File: src/hw/rtl/fsv_pkg.sv
// Shared types and constants for the format string validator.
`default_nettype none

package fsv_pkg;

   localparam int unsigned CHAR_W   = 8;
   localparam int unsigned COUNT_W  = 5;
   localparam int unsigned TYPES_W  = 31;
   localparam int unsigned SEEN_W   = 6;
   localparam int unsigned REASON_W = 3;
   localparam int unsigned PHASE_W  = 2;
   localparam int unsigned CSR_IDX_W  = 2;
   localparam int unsigned CSR_DATA_W = 32;

   // Parser phases
   localparam logic [PHASE_W-1:0] PH_TEXT   = 2'd0;
   localparam logic [PHASE_W-1:0] PH_PCT    = 2'd1;
   localparam logic [PHASE_W-1:0] PH_DIGITS = 2'd2;
   localparam logic [PHASE_W-1:0] PH_DOLLAR = 2'd3;

   // Reject reasons
   localparam logic [REASON_W-1:0] RSN_OK        = 3'd0;
   localparam logic [REASON_W-1:0] RSN_BAD_CONV  = 3'd1;
   localparam logic [REASON_W-1:0] RSN_RANGE     = 3'd2;
   localparam logic [REASON_W-1:0] RSN_NO_DOLLAR = 3'd3;
   localparam logic [REASON_W-1:0] RSN_TYPE      = 3'd4;
   localparam logic [REASON_W-1:0] RSN_TOO_MANY  = 3'd5;
   localparam logic [REASON_W-1:0] RSN_MIXED     = 3'd6;
   localparam logic [REASON_W-1:0] RSN_HOLE      = 3'd7;

   // Register indexes
   localparam logic [CSR_IDX_W-1:0] CSR_ARG_COUNT = 2'd0;
   localparam logic [CSR_IDX_W-1:0] CSR_ARG_TYPES = 2'd1;

   // Characters
   localparam logic [CHAR_W-1:0] CH_NUL     = 8'h00;
   localparam logic [CHAR_W-1:0] CH_PERCENT = 8'h25;
   localparam logic [CHAR_W-1:0] CH_DOLLAR  = 8'h24;
   localparam logic [CHAR_W-1:0] CH_ZERO    = 8'h30;
   localparam logic [CHAR_W-1:0] CH_ONE     = 8'h31;
   localparam logic [CHAR_W-1:0] CH_NINE    = 8'h39;
   localparam logic [CHAR_W-1:0] CH_D       = 8'h64;
   localparam logic [CHAR_W-1:0] CH_I       = 8'h69;
   localparam logic [CHAR_W-1:0] CH_S       = 8'h73;

   // Per-string parser state, apart from the position mask
   typedef struct packed {
      logic [PHASE_W-1:0]  phase;
      logic [COUNT_W-1:0]  index_accum;
      logic [SEEN_W-1:0]   sequential_seen;
      logic                positional_flag;
      logic                sequential_flag;
      logic [REASON_W-1:0] failure_code;
   } parse_state_type;

   // Verdict given on the terminator
   typedef struct packed {
      logic                terminal;
      logic                accepted;
      logic [REASON_W-1:0] reason;
   } verdict_type;

   localparam parse_state_type PARSE_CLEAR = '{
      phase:           PH_TEXT,
      index_accum:     '0,
      sequential_seen: '0,
      positional_flag: 1'b0,
      sequential_flag: 1'b0,
      failure_code:    RSN_OK
   };

endpackage

`default_nettype wire

File: src/hw/rtl/fsv_if.sv
// Handshake interfaces for the request, response and register write channels.
`default_nettype none

interface fsv_req_if;
   import fsv_pkg::*;
   logic              valid;
   logic              ready;
   logic [CHAR_W-1:0] char_code;
   modport source (output valid, output char_code, input ready);
   modport sink   (input valid, input char_code, output ready);
endinterface

interface fsv_rsp_if;
   import fsv_pkg::*;
   logic                valid;
   logic                ready;
   logic                accepted;
   logic [REASON_W-1:0] reject_reason;
   modport source (output valid, output accepted, output reject_reason, input ready);
   modport sink   (input valid, input accepted, input reject_reason, output ready);
endinterface

interface fsv_csr_if;
   import fsv_pkg::*;
   logic                  valid;
   logic                  ready;
   logic [CSR_IDX_W-1:0]  reg_index;
   logic [CSR_DATA_W-1:0] wdata;
   modport source (output valid, output reg_index, output wdata, input ready);
   modport sink   (input valid, input reg_index, input wdata, output ready);
endinterface

`default_nettype wire

File: src/hw/rtl/fsv_step.sv
// Next-state and verdict logic for one format string character.
`default_nettype none

module fsv_step
   import fsv_pkg::*;
#(
   parameter int unsigned MAX_ARGS = 31
) (
   input  wire parse_state_type      cur_state,
   input  wire logic [MAX_ARGS-1:0]  cur_mask,
   input  wire logic [CHAR_W-1:0]    char_code,
   input  wire logic [COUNT_W-1:0]   eff_count,
   input  wire logic [TYPES_W-1:0]   arg_types,
   output parse_state_type           nxt_state,
   output logic [MAX_ARGS-1:0]       nxt_mask,
   output verdict_type               verdict
);

   logic                is_digit;
   logic                is_nz_digit;
   logic                is_conv;
   logic [8:0]          digit_val;
   logic [SEEN_W-1:0]   seq_next;
   logic [COUNT_W-1:0]  seq_sel;
   logic [COUNT_W-1:0]  pos_sel;
   logic                seq_is_int;
   logic                pos_is_int;
   logic                seq_type_ok;
   logic                pos_type_ok;
   logic [MAX_ARGS:0]   mask_ext;
   logic                hole;
   parse_state_type     work;
   logic [MAX_ARGS-1:0] work_mask;
   logic [REASON_W-1:0] final_code;

   assign is_digit    = (char_code >= CH_ZERO) && (char_code <= CH_NINE);
   assign is_nz_digit = (char_code >= CH_ONE) && (char_code <= CH_NINE);
   assign is_conv     = (char_code == CH_D) || (char_code == CH_I) || (char_code == CH_S);
   assign digit_val   = {4'b0, cur_state.index_accum} * 9'd10 + {5'b0, char_code[3:0]};

   assign seq_next    = cur_state.sequential_seen + SEEN_W'(1);
   assign seq_sel     = seq_next[COUNT_W-1:0] - COUNT_W'(1);
   assign pos_sel     = cur_state.index_accum - COUNT_W'(1);
   assign seq_is_int  = arg_types[seq_sel];
   assign pos_is_int  = arg_types[pos_sel];
   assign seq_type_ok = seq_is_int ? ((char_code == CH_D) || (char_code == CH_I))
                                   : (char_code == CH_S);
   assign pos_type_ok = pos_is_int ? ((char_code == CH_D) || (char_code == CH_I))
                                   : (char_code == CH_S);

   always_comb begin
      work      = cur_state;
      work_mask = cur_mask;
      if (cur_state.failure_code == RSN_OK) begin
         case (cur_state.phase)
            PH_TEXT: begin
               if (char_code == CH_PERCENT) begin
                  work.phase = PH_PCT;
               end
            end
            PH_PCT: begin
               if (char_code == CH_PERCENT) begin
                  work.phase = PH_TEXT;
               end else if (is_nz_digit) begin
                  if (COUNT_W'(char_code[3:0]) > eff_count) begin
                     work.failure_code = RSN_RANGE;
                     work.phase        = PH_TEXT;
                  end else begin
                     work.index_accum = COUNT_W'(char_code[3:0]);
                     work.phase       = PH_DIGITS;
                  end
               end else if (is_conv) begin
                  work.phase = PH_TEXT;
                  if (seq_next > {1'b0, eff_count}) begin
                     work.failure_code = RSN_TOO_MANY;
                  end else begin
                     work.sequential_seen = seq_next;
                     if (!seq_type_ok) begin
                        work.failure_code = RSN_TYPE;
                     end else begin
                        work.sequential_flag = 1'b1;
                        if (cur_state.positional_flag) begin
                           work.failure_code = RSN_MIXED;
                        end
                     end
                  end
               end else begin
                  work.failure_code = RSN_BAD_CONV;
                  work.phase        = PH_TEXT;
               end
            end
            PH_DIGITS: begin
               if (is_digit) begin
                  if (digit_val > {4'b0, eff_count}) begin
                     work.failure_code = RSN_RANGE;
                     work.phase        = PH_TEXT;
                  end else begin
                     work.index_accum = digit_val[COUNT_W-1:0];
                  end
               end else if (char_code == CH_DOLLAR) begin
                  work.phase = PH_DOLLAR;
               end else begin
                  work.failure_code = RSN_NO_DOLLAR;
                  work.phase        = PH_TEXT;
               end
            end
            default: begin
               work.phase = PH_TEXT;
               if ((cur_state.index_accum == '0) || (cur_state.index_accum > eff_count) ||
                   !pos_type_ok) begin
                  work.failure_code = RSN_TYPE;
               end else begin
                  work.positional_flag = 1'b1;
                  work_mask = cur_mask | (MAX_ARGS'(1) << pos_sel);
                  if (cur_state.sequential_flag) begin
                     work.failure_code = RSN_MIXED;
                  end
               end
            end
         endcase
      end
   end

   // Indices in use must form a run from 1 with no gap
   assign mask_ext   = {1'b0, work_mask};
   assign hole       = (mask_ext & (mask_ext + (MAX_ARGS+1)'(1))) != '0;
   assign final_code = ((work.failure_code == RSN_OK) && hole) ? RSN_HOLE
                                                                : work.failure_code;

   always_comb begin
      verdict.terminal = (char_code == CH_NUL);
      verdict.accepted = (final_code == RSN_OK);
      verdict.reason   = final_code;
      if (char_code == CH_NUL) begin
         nxt_state = PARSE_CLEAR;
         nxt_mask  = '0;
      end else begin
         nxt_state = work;
         nxt_mask  = work_mask;
      end
   end

endmodule

`default_nettype wire

File: src/hw/rtl/format_string_validator_unit.sv
// Top level of the format string validator: registers, handshakes and verdict output.
//
//  channel  | dir | payload                         | transfer when
//  ---------+-----+---------------------------------+------------------------
//  req_ch   | in  | char_code[7:0]                  | valid && ready
//  rsp_ch   | out | accepted, reject_reason[2:0]    | valid && ready
//  csr_ch   | in  | reg_index[1:0], wdata[31:0]     | valid && ready (ready = 1)
//
// One character per cycle: each transfer updates the parser registers in the
// same cycle through one level of next-state logic, so throughput is 1 item/cycle.
// A NUL's verdict is registered in the response register and shows on rsp_ch in the cycle after its transfer.
// Synchronous active-high reset clears the parser state, both registers and the
// response valid. req_ch stalls only while a verdict is held and rsp_ch is not ready.
`default_nettype none

module format_string_validator_unit
   import fsv_pkg::*;
#(
   parameter int unsigned MAX_ARGS = 31
) (
   input  wire logic clock,
   input  wire logic reset,
   fsv_req_if.sink   req_ch,
   fsv_rsp_if.source rsp_ch,
   fsv_csr_if.sink   csr_ch
);

   localparam logic [COUNT_W-1:0] MAX_COUNT = COUNT_W'(MAX_ARGS);

   // Configuration registers
   logic [COUNT_W-1:0]  arg_count_ff, arg_count_in;
   logic [TYPES_W-1:0]  arg_types_ff, arg_types_in;

   // Per-string parser registers
   parse_state_type     state_ff, state_in;
   logic [MAX_ARGS-1:0] mask_ff, mask_in;

   // Response register
   logic                rsp_valid_ff, rsp_valid_in;
   logic                rsp_accepted_ff, rsp_accepted_in;
   logic [REASON_W-1:0] rsp_reason_ff, rsp_reason_in;

   logic                req_xfer;
   logic                csr_xfer;
   logic [COUNT_W-1:0]  eff_count;
   parse_state_type     step_state;
   logic [MAX_ARGS-1:0] step_mask;
   verdict_type         verdict;

   // Accept a character unless a verdict is held and cannot drain this cycle
   assign req_ch.ready = !rsp_valid_ff || rsp_ch.ready;
   assign req_xfer     = req_ch.valid && req_ch.ready;
   assign csr_ch.ready = 1'b1;
   assign csr_xfer     = csr_ch.valid;

   // Clamp the argument count to what the mask can hold
   assign eff_count = (arg_count_ff > MAX_COUNT) ? MAX_COUNT : arg_count_ff;

   fsv_step #(
      .MAX_ARGS (MAX_ARGS)
   ) u_step (
      .cur_state (state_ff),
      .cur_mask  (mask_ff),
      .char_code (req_ch.char_code),
      .eff_count (eff_count),
      .arg_types (arg_types_ff),
      .nxt_state (step_state),
      .nxt_mask  (step_mask),
      .verdict   (verdict)
   );

   always_comb begin
      // Register writes; unknown indexes drop
      arg_count_in = arg_count_ff;
      arg_types_in = arg_types_ff;
      if (csr_xfer) begin
         case (csr_ch.reg_index)
            CSR_ARG_COUNT: arg_count_in = csr_ch.wdata[COUNT_W-1:0];
            CSR_ARG_TYPES: arg_types_in = csr_ch.wdata[TYPES_W-1:0];
            default: ;
         endcase
      end

      // Advance the parser only on a transfer
      state_in = state_ff;
      mask_in  = mask_ff;
      if (req_xfer) begin
         state_in = step_state;
         mask_in  = step_mask;
      end

      // Load a verdict on the terminator, drop it once taken
      rsp_valid_in    = rsp_valid_ff;
      rsp_accepted_in = rsp_accepted_ff;
      rsp_reason_in   = rsp_reason_ff;
      if (rsp_valid_ff && rsp_ch.ready) begin
         rsp_valid_in = 1'b0;
      end
      if (req_xfer && verdict.terminal) begin
         rsp_valid_in    = 1'b1;
         rsp_accepted_in = verdict.accepted;
         rsp_reason_in   = verdict.reason;
      end
   end

   always_ff @(posedge clock) begin
      if (reset) begin
         arg_count_ff <= '0;
         arg_types_ff <= '0;
         state_ff     <= PARSE_CLEAR;
         mask_ff      <= '0;
         rsp_valid_ff <= 1'b0;
      end else begin
         arg_count_ff <= arg_count_in;
         arg_types_ff <= arg_types_in;
         state_ff     <= state_in;
         mask_ff      <= mask_in;
         rsp_valid_ff <= rsp_valid_in;
      end
   end

   // Payload holds without reset
   always_ff @(posedge clock) begin
      rsp_accepted_ff <= rsp_accepted_in;
      rsp_reason_ff   <= rsp_reason_in;
   end

   assign rsp_ch.valid         = rsp_valid_ff;
   assign rsp_ch.accepted      = rsp_accepted_ff;
   assign rsp_ch.reject_reason = rsp_reason_ff;

endmodule

`default_nettype wire

File: src/flat_wrapper.sv
// flat-port wrapper written by rule: the top's interface ports become plain ports
module format_string_validator_unit_flat import fsv_pkg::*;
#(
   parameter int unsigned MAX_ARGS = 31
)
  (clock, reset, req_ch_valid, req_ch_char_code, req_ch_ready, rsp_ch_valid, rsp_ch_accepted, rsp_ch_reject_reason, rsp_ch_ready, csr_ch_valid, csr_ch_reg_index, csr_ch_wdata, csr_ch_ready);
  fsv_req_if req_ch_i ();
  fsv_rsp_if rsp_ch_i ();
  fsv_csr_if csr_ch_i ();
  input  wire logic clock;
  input  wire logic reset;
  input wire logic [$bits(req_ch_i.valid)-1:0] req_ch_valid;
  input wire logic [$bits(req_ch_i.char_code)-1:0] req_ch_char_code;
  output wire logic [$bits(req_ch_i.ready)-1:0] req_ch_ready;
  output wire logic [$bits(rsp_ch_i.valid)-1:0] rsp_ch_valid;
  output wire logic [$bits(rsp_ch_i.accepted)-1:0] rsp_ch_accepted;
  output wire logic [$bits(rsp_ch_i.reject_reason)-1:0] rsp_ch_reject_reason;
  input wire logic [$bits(rsp_ch_i.ready)-1:0] rsp_ch_ready;
  input wire logic [$bits(csr_ch_i.valid)-1:0] csr_ch_valid;
  input wire logic [$bits(csr_ch_i.reg_index)-1:0] csr_ch_reg_index;
  input wire logic [$bits(csr_ch_i.wdata)-1:0] csr_ch_wdata;
  output wire logic [$bits(csr_ch_i.ready)-1:0] csr_ch_ready;
  assign req_ch_i.valid = req_ch_valid;
  assign req_ch_i.char_code = req_ch_char_code;
  assign req_ch_ready = req_ch_i.ready;
  assign rsp_ch_valid = rsp_ch_i.valid;
  assign rsp_ch_accepted = rsp_ch_i.accepted;
  assign rsp_ch_reject_reason = rsp_ch_i.reject_reason;
  assign rsp_ch_i.ready = rsp_ch_ready;
  assign csr_ch_i.valid = csr_ch_valid;
  assign csr_ch_i.reg_index = csr_ch_reg_index;
  assign csr_ch_i.wdata = csr_ch_wdata;
  assign csr_ch_ready = csr_ch_i.ready;
  format_string_validator_unit #(.MAX_ARGS(MAX_ARGS)) u_core (.clock(clock), .reset(reset), .req_ch(req_ch_i), .rsp_ch(rsp_ch_i), .csr_ch(csr_ch_i));
endmodule
File: config.mk
export PLATFORM = sky130hd
export DESIGN_NAME = format_string_validator_unit_flat
export DESIGN_NICKNAME = d
export VERILOG_FILES = /design/src/hw/rtl/fsv_pkg.sv /design/src/hw/rtl/fsv_if.sv /design/src/hw/rtl/fsv_step.sv /design/src/hw/rtl/format_string_validator_unit.sv /design/src/flat_wrapper.sv
export SDC_FILE = /design/constraint.sdc
export NUM_CORES = 1
export LEC_CHECK = 0
export BUFFER_PORTS_ARGS = -buffer_cell sky130_fd_sc_hd__buf_2
export CAP_MARGIN = 10
export CORE_ASPECT_RATIO = 0.5
export CORE_MARGIN = 2
export CORE_UTILIZATION = 35
export CTS_BUF_LIST = sky130_fd_sc_hd__clkbuf_8
export DETAILED_ROUTE_END_ITERATION = 8
export GPL_TIMING_DRIVEN = 0
export SYNTH_ARGS = -nofsm -noshare
export SYNTH_HDL_FRONTEND = slang
export SYNTH_SLANG_ARGS = --single-unit
export TNS_END_PERCENT = 100
File: constraint.sdc
create_clock -name clock -period 5.3 [get_ports clock]
set_input_delay 0.265 -clock clock [delete_from_list [all_inputs] [get_ports clock]]
set_output_delay 0.265 -clock clock [all_outputs]
set_load 0.005 [all_outputs]
Word level (Yosys, flattened, before mapping)

Index checks and enable logic that the tools add are counted.

Flip-flop bits (word level): 90
Latch bits: 0
Memory bits (writable): 0
ROM bits: 0
Output and inout port bits: 7
Word-level logic and storage cells: 140
Memories: 0

Add/subtract/negate cells: 5
Multiply operators: 1
Div/mod/pow operators: 0
$lt $le $gt $ge: 10
Eq/ne operators: 20
Shift operators: 1
Muxes and demuxes: 54
Bitwise operators: 2
Reduce and logical (&&, ||, !) cells: 35

Operator list:

| operator                | count |
|---|---|
| $mux W31                | 4 |
| $mux W18                | 2 |
| $mux W3                 | 12 |
| $add A31 B1 Y32 const B | 1 |
| $and A31 B32 Y32        | 1 |
| $reduce_bool A32 Y1     | 1 |
| $or A31 B31 Y31         | 1 |
| $shl A1 B5 Y31 const A  | 1 |
| $mux W5                 | 5 |
| $eq A8 B7 Y1 const B    | 3 |
| $mux W6                 | 4 |
| $ne A3 B2 Y1 const B    | 6 |
| $eq A8 B6 Y1 const B    | 2 |
| $ge A8 B6 Y1 const B    | 2 |
| $reduce_and A8 Y1       | 2 |
| $mux W2                 | 7 |
| $mux W1                 | 13 |
| $lt A5 B6 Y1 const B    | 2 |
| $mux W11                | 1 |
| $bmux W1 S5             | 2 |
| $ne A2 B1 Y1 const B    | 5 |
| $pmux W5 S2             | 1 |
| $reduce_bool A2 Y1      | 5 |
| $sub A5 B1 Y5 const B   | 2 |
| 27 further kinds        | 43 |

Depth between registers and ports, before layout

Word-level depth: 16
Mapped depth: 19
Depth with buffers taken out: 14

Cells and area by module

A second synthesis with hierarchy kept.

Cell total of the unflattened synthesis: 833
Area total of the unflattened synthesis: 6,730.2 µm²

By module, submodules not included:

| module                       | times used | cells an instance | area an instance (µm²) | seq. area each (µm²) |
|---|---|---|---|---|
| format_string_validator_unit | 1          | 394               | 3,595.9                | 1,841.8 |
| fsv_step                     | 1          | 439               | 3,134.3                | 0.0 |

Worst setup path after synthesis

OpenSTA, ideal clock, no wires.

Path type: reg2reg
Start: register u_core.state_ff[11] in the netlist's numbering
End: register u_core.rsp_reason_ff[0] (netlist: u_core.rsp_ch.reject_reason[0]), data pin
Arrival time: 3,975 ps
Required time: 5,036 ps
Setup slack: 1,061 ps
Cell stages (with the launch flop): 20
Period minus slack after synthesis: 4,239 ps
Cells stage by stage: dfxtp_1 buf_2 inv_1 ha_1 buf_4 buf_6 mux2i_1 mux4_2 nor3_1 nor4_2 mux2_4 buf_8 buf_4 a31oi_1 and2_1 o221ai_1 a211oi_1 nand4_1 nor4_2 o21bai_1

Word-level cells in the longest chain between the ends: 14

RTL lines:

| what                            | RTL line                            | RTL |
|---|---|---|
| start, declared                 | format_string_validator_unit.sv:35  | `parse_state_type state_ff, state_in;` |
| start signal, assigned          | format_string_validator_unit.sv:116 | `state_ff <= state_in;` |
| $sub A5 B1 Y5                   | fsv_step.sv:43                      | `assign pos_sel = cur_state.index_accum - COUNT_W'(1);` |
| $bmux W1 S5                     | fsv_step.sv:45                      | `assign pos_is_int = arg_types[pos_sel];` |
| $mux W1 (not written as such)   | fsv_step.sv:45                      |  |
| $mux W1                         | fsv_step.sv:48                      | `assign pos_type_ok = pos_is_int ? ((char_code == CH_D) \|\| (char_code == CH_I))` |
| $logic_not A1 Y1                | fsv_step.sv:110                     | `!pos_type_ok) begin` |
| $logic_or A1 B1 Y1              | fsv_step.sv:109                     | `if ((cur_state.index_accum == '0) \|\| (cur_state.index_accum > eff_count) \|\|` |
| $mux W31                        | fsv_step.sv:109                     |  |
| $mux W31                        | fsv_step.sv:55                      | `case (cur_state.phase)` |
| $mux W31                        | fsv_step.sv:54                      | `if (cur_state.failure_code == RSN_OK) begin` |
| $add A31 B1 Y32                 | fsv_step.sv:126                     | `assign hole = (mask_ext & (mask_ext + (MAX_ARGS+1)'(1))) != '0;` |
| $and A31 B32 Y32                | fsv_step.sv:126                     |  |
| $reduce_bool A32 Y1             | fsv_step.sv:126                     |  |
| $logic_and A1 B1 Y1             | fsv_step.sv:127                     | `assign final_code = ((work.failure_code == RSN_OK) && hole) ? RSN_HOLE` |
| $mux W3 (*)                     | fsv_step.sv:127                     |  |
| net u_core.u_step.final_code[0] | fsv_step.sv:34                      | `logic [REASON_W-1:0] final_code;` |
| end signal, assigned            | format_string_validator_unit.sv:125 | `rsp_reason_ff <= rsp_reason_in;` |
| end, declared                   | format_string_validator_unit.sv:41  | `logic [REASON_W-1:0] rsp_reason_ff, rsp_reason_in;` |

Mark *: on every way through the listed nets, which the timed path passes. The rest lies on a longest branch. The select of a mux whose other input is x is not followed.
A chain may end at the register's enable or synchronous reset.

Worst setup path after layout

Ends and elaborated chain as after synthesis.

==> metrics <==
status finished, final reports clean; R2R Path Start u_core.state_ff[11]; Buffers on Ports 49; GR Overflow Total 0; Initial Utilization 0.357; Core Area 16400 um2; CP required 5.44 ns; max-cap viol count 0; Final Setup Violations 0; nets 857; Area growth, synth to finish 13.1%; final critical-path share of the clock period 0.947; vias in the first global route 5258; site row count 33; Peak Freq 0.199 GHz; # fillers 1731; Clock Tree Buf Depth 2; final hold violations 0; Die Area 17800 um2; Setup crit end kind flop; Netlist cell types 68; Die X 187 um; Post-Synthesis Cell Area 5830 um2; DR iter-0 viols 550; Seq/Total Area, Yosys 0.316; worst-skew pair later-pin latency 0.39 ns; share of cells above drive strength 1 0.141; hold path startpoint csr_ch_wdata[12]; Post-synth EDFFs 4; Critical Path AT 5.16 ns; GPL Wtd Cong 0.908; area share of the largest cell type after synthesis 0.295; share of flip-flops with an asynchronous set or reset 0; global-route usage over all layers 0.190; global-route wire length before repair 26800 um; kind of critical path flop to flop; Clk Tree Root Cell clkbuf_8; Final Max Tran Viols 0; io pins 54; Mapped Nets 797; synthesized instance count 715; TritonCTS clock tree built; initial antenna violation count 0; DRC Markers 0; crit path launch u_core.state_ff[11]; hold slack 0.0919 ns; clk_skew 0.0173 ns; register bit total from synthesis 90; Tmin final 5.02 ns; startpoint types flop; Die Y 95.3 um; cts hold-fix bufs 0; Post-Place Worst Slack 0.191 ns; fin worst setup slack 0.280 ns; Power Density 202 nW/um2; Top FF cell, synth dfxtp_1; final core occ 0.404; Pre-antenna DRT Iters 6; Vias/cell 5.51; Pleak 2.44 nW; Routed Antenna Nets 0; Worst IR Drop VDD 0.108 mV; H-tree level count 3; # clock sinks 90; worst-margin pin slew 1.08 ns; Hold WC Path Type primary input to flop; DP Wirelength 12700 um; synth top area cells dfxtp_1 30%, ha_1 7.1%, nand2_1 6.2%; setup TNS 0 ns; wire per inst 16.5 um; Vias 5547; Routed Wire Length 16600 um; critical-path maximum fanout 10; pin count of the biggest net entering global routing 19; Max transition margin 0.274; CTS buffer count 9; leading area contributor after synthesis dfxtp_1; Reg clk slew, reported paths 0.11 ns; YS warnings 0; Post-Syn Area per Cell 8.16 um2; ant diodes 0
sequential cells by signal, indices dropped and copies added (netlist names):
signal,cells
u_core.rsp_ch.accepted,1
u_core.rsp_ch.valid,1
u_core.arg_types_ff,31
u_core.state_ff,18
u_core.arg_count_ff,5
u_core.rsp_ch.reject_reason,3
u_core.mask_ff,31
cell usage after synthesis (4+ instances only):
library cell	number
nor4_1	12
dfxtp_1	86
mux4_2	14
buf_1	6
or2_2	4
and2_1	9
nor2b_1	11
nand4_1	7
o21a_1	6
xnor2_1	7
nand3_1	15
nor3b_1	5
a21oi_1	63
mux2i_1	22
nand2b_1	9
ha_1	33
nor3_1	16
nand2_1	96
or3_1	4
o21ai_0	14
o22ai_1	4
and3_1	7
clkbuf_1	24
buf_4	4
a31oi_1	56
inv_1	17
nor2_1	91
edfxtp_1	4
xor2_1	6
cell usage in the layout (no fill, tap or decap), drive strengths merged, types with 15 or more instances in the layout:
cell type,Yosys,final
a21oi,63,63
a31oi,59,59
buf,15,64
clkbuf,24,33
dfxtp,86,86
ha,33,33
inv,17,21
mux2i,22,22
nand2,96,96
nand3,15,15
nor2,91,91
nor3,19,19
nor4,15,15
o21ai,15,15
cell type report:
type	count	area, um2	share of cell area
Buffer	39	199	0.0301
Tap cell	227	284	0.0430
Sequential cell	90	1840	0.279
Timing Repair Buffer	49	245	0.0372
Clock buffer	9	124	0.0188
Multi-Input combinational cell	569	3750	0.568
Clock inverter	7	91.3	0.0138
Inverter	17	63.8	0.00967
timing repair:
action                     4_1_cts  5_1_grt
resized for setup                0        4
setup endpoints to repair        0        4
setup buffers                    0        0
routing by layer:
metal	global-route usage	vias up	part of all wire
met3	0.0375	31	0.060
met2	0.315	186	0.45
met4	0.0390	0	0.015
li1	-	2717	-
met5	0	-	0
met1	0.259	2613	0.48
cells by family (layout without fill, tap and decap cells):
group	count (synthesis)	in the layout	synth area share
AND/OR/NAND/NOR	307	307	0.256
AO/OA/AOI/OAI	175	175	0.187
flip-flops	90	90	0.316
buffers and inverters	56	121	0.0450
multiplexers	37	37	0.0944
adder cells (fa/ha/maj)	35	35	0.0777
XOR/XNOR	14	14	0.0242
other	1	1	0.000643
metrics by stage:
stage | total power, mW | cell area [um2] | instances
floorplan | 0.779 | 5830 | 715
global placement | 0.821 | 6360 | 991
detailed placement | 0.824 | 6360 | 991
CTS | 1.34 | 6580 | 1007
global route | 1.38 | 6600 | 1007
finish | 1.33 | 6600 | 1007
critical path, stage by stage, from the launching register on:
cell,delay (ns)
dfxtp_2,0.44
buf_2,0.27
inv_1,0.23
ha_1,0.37
buf_4,0.17
buf_6,0.15
mux2i_1,0.12
mux4_2,0.50
nor3_1,0.26
nor4_2,0.11
mux2_4,0.35
buf_8,0.16
a31oi_1,0.46
and4_1,0.27
nand4_1,0.11
o21ai_0,0.19
nand4_1,0.17
nor4_4,0.33
o21bai_1,0.11
power by group:
group	internal [mW]	total (mW)	switching (mW)
Sequential	0.689	0.696	0.00690
Combinational	0.0465	0.113	0.0662
Clock	0.230	0.523	0.293
Total	0.966	1.33	0.366
path summary, 6_finish.rpt:
| path | cells past startpoint | end | slack, ns |
|---|---|---|---|
| setup / recovery | 18 | u_core.rsp_ch.reject_reason[0] | 0.28 |
| hold / removal | 3 | u_core.arg_types_ff[12] | 0.09 |
| setup reg to reg | 18 | u_core.rsp_ch.reject_reason[0] | 0.28 |
| hold reg to reg | 2 | u_core.arg_types_ff[25] | 0.48 |
(Power assumes the default switching activity.)
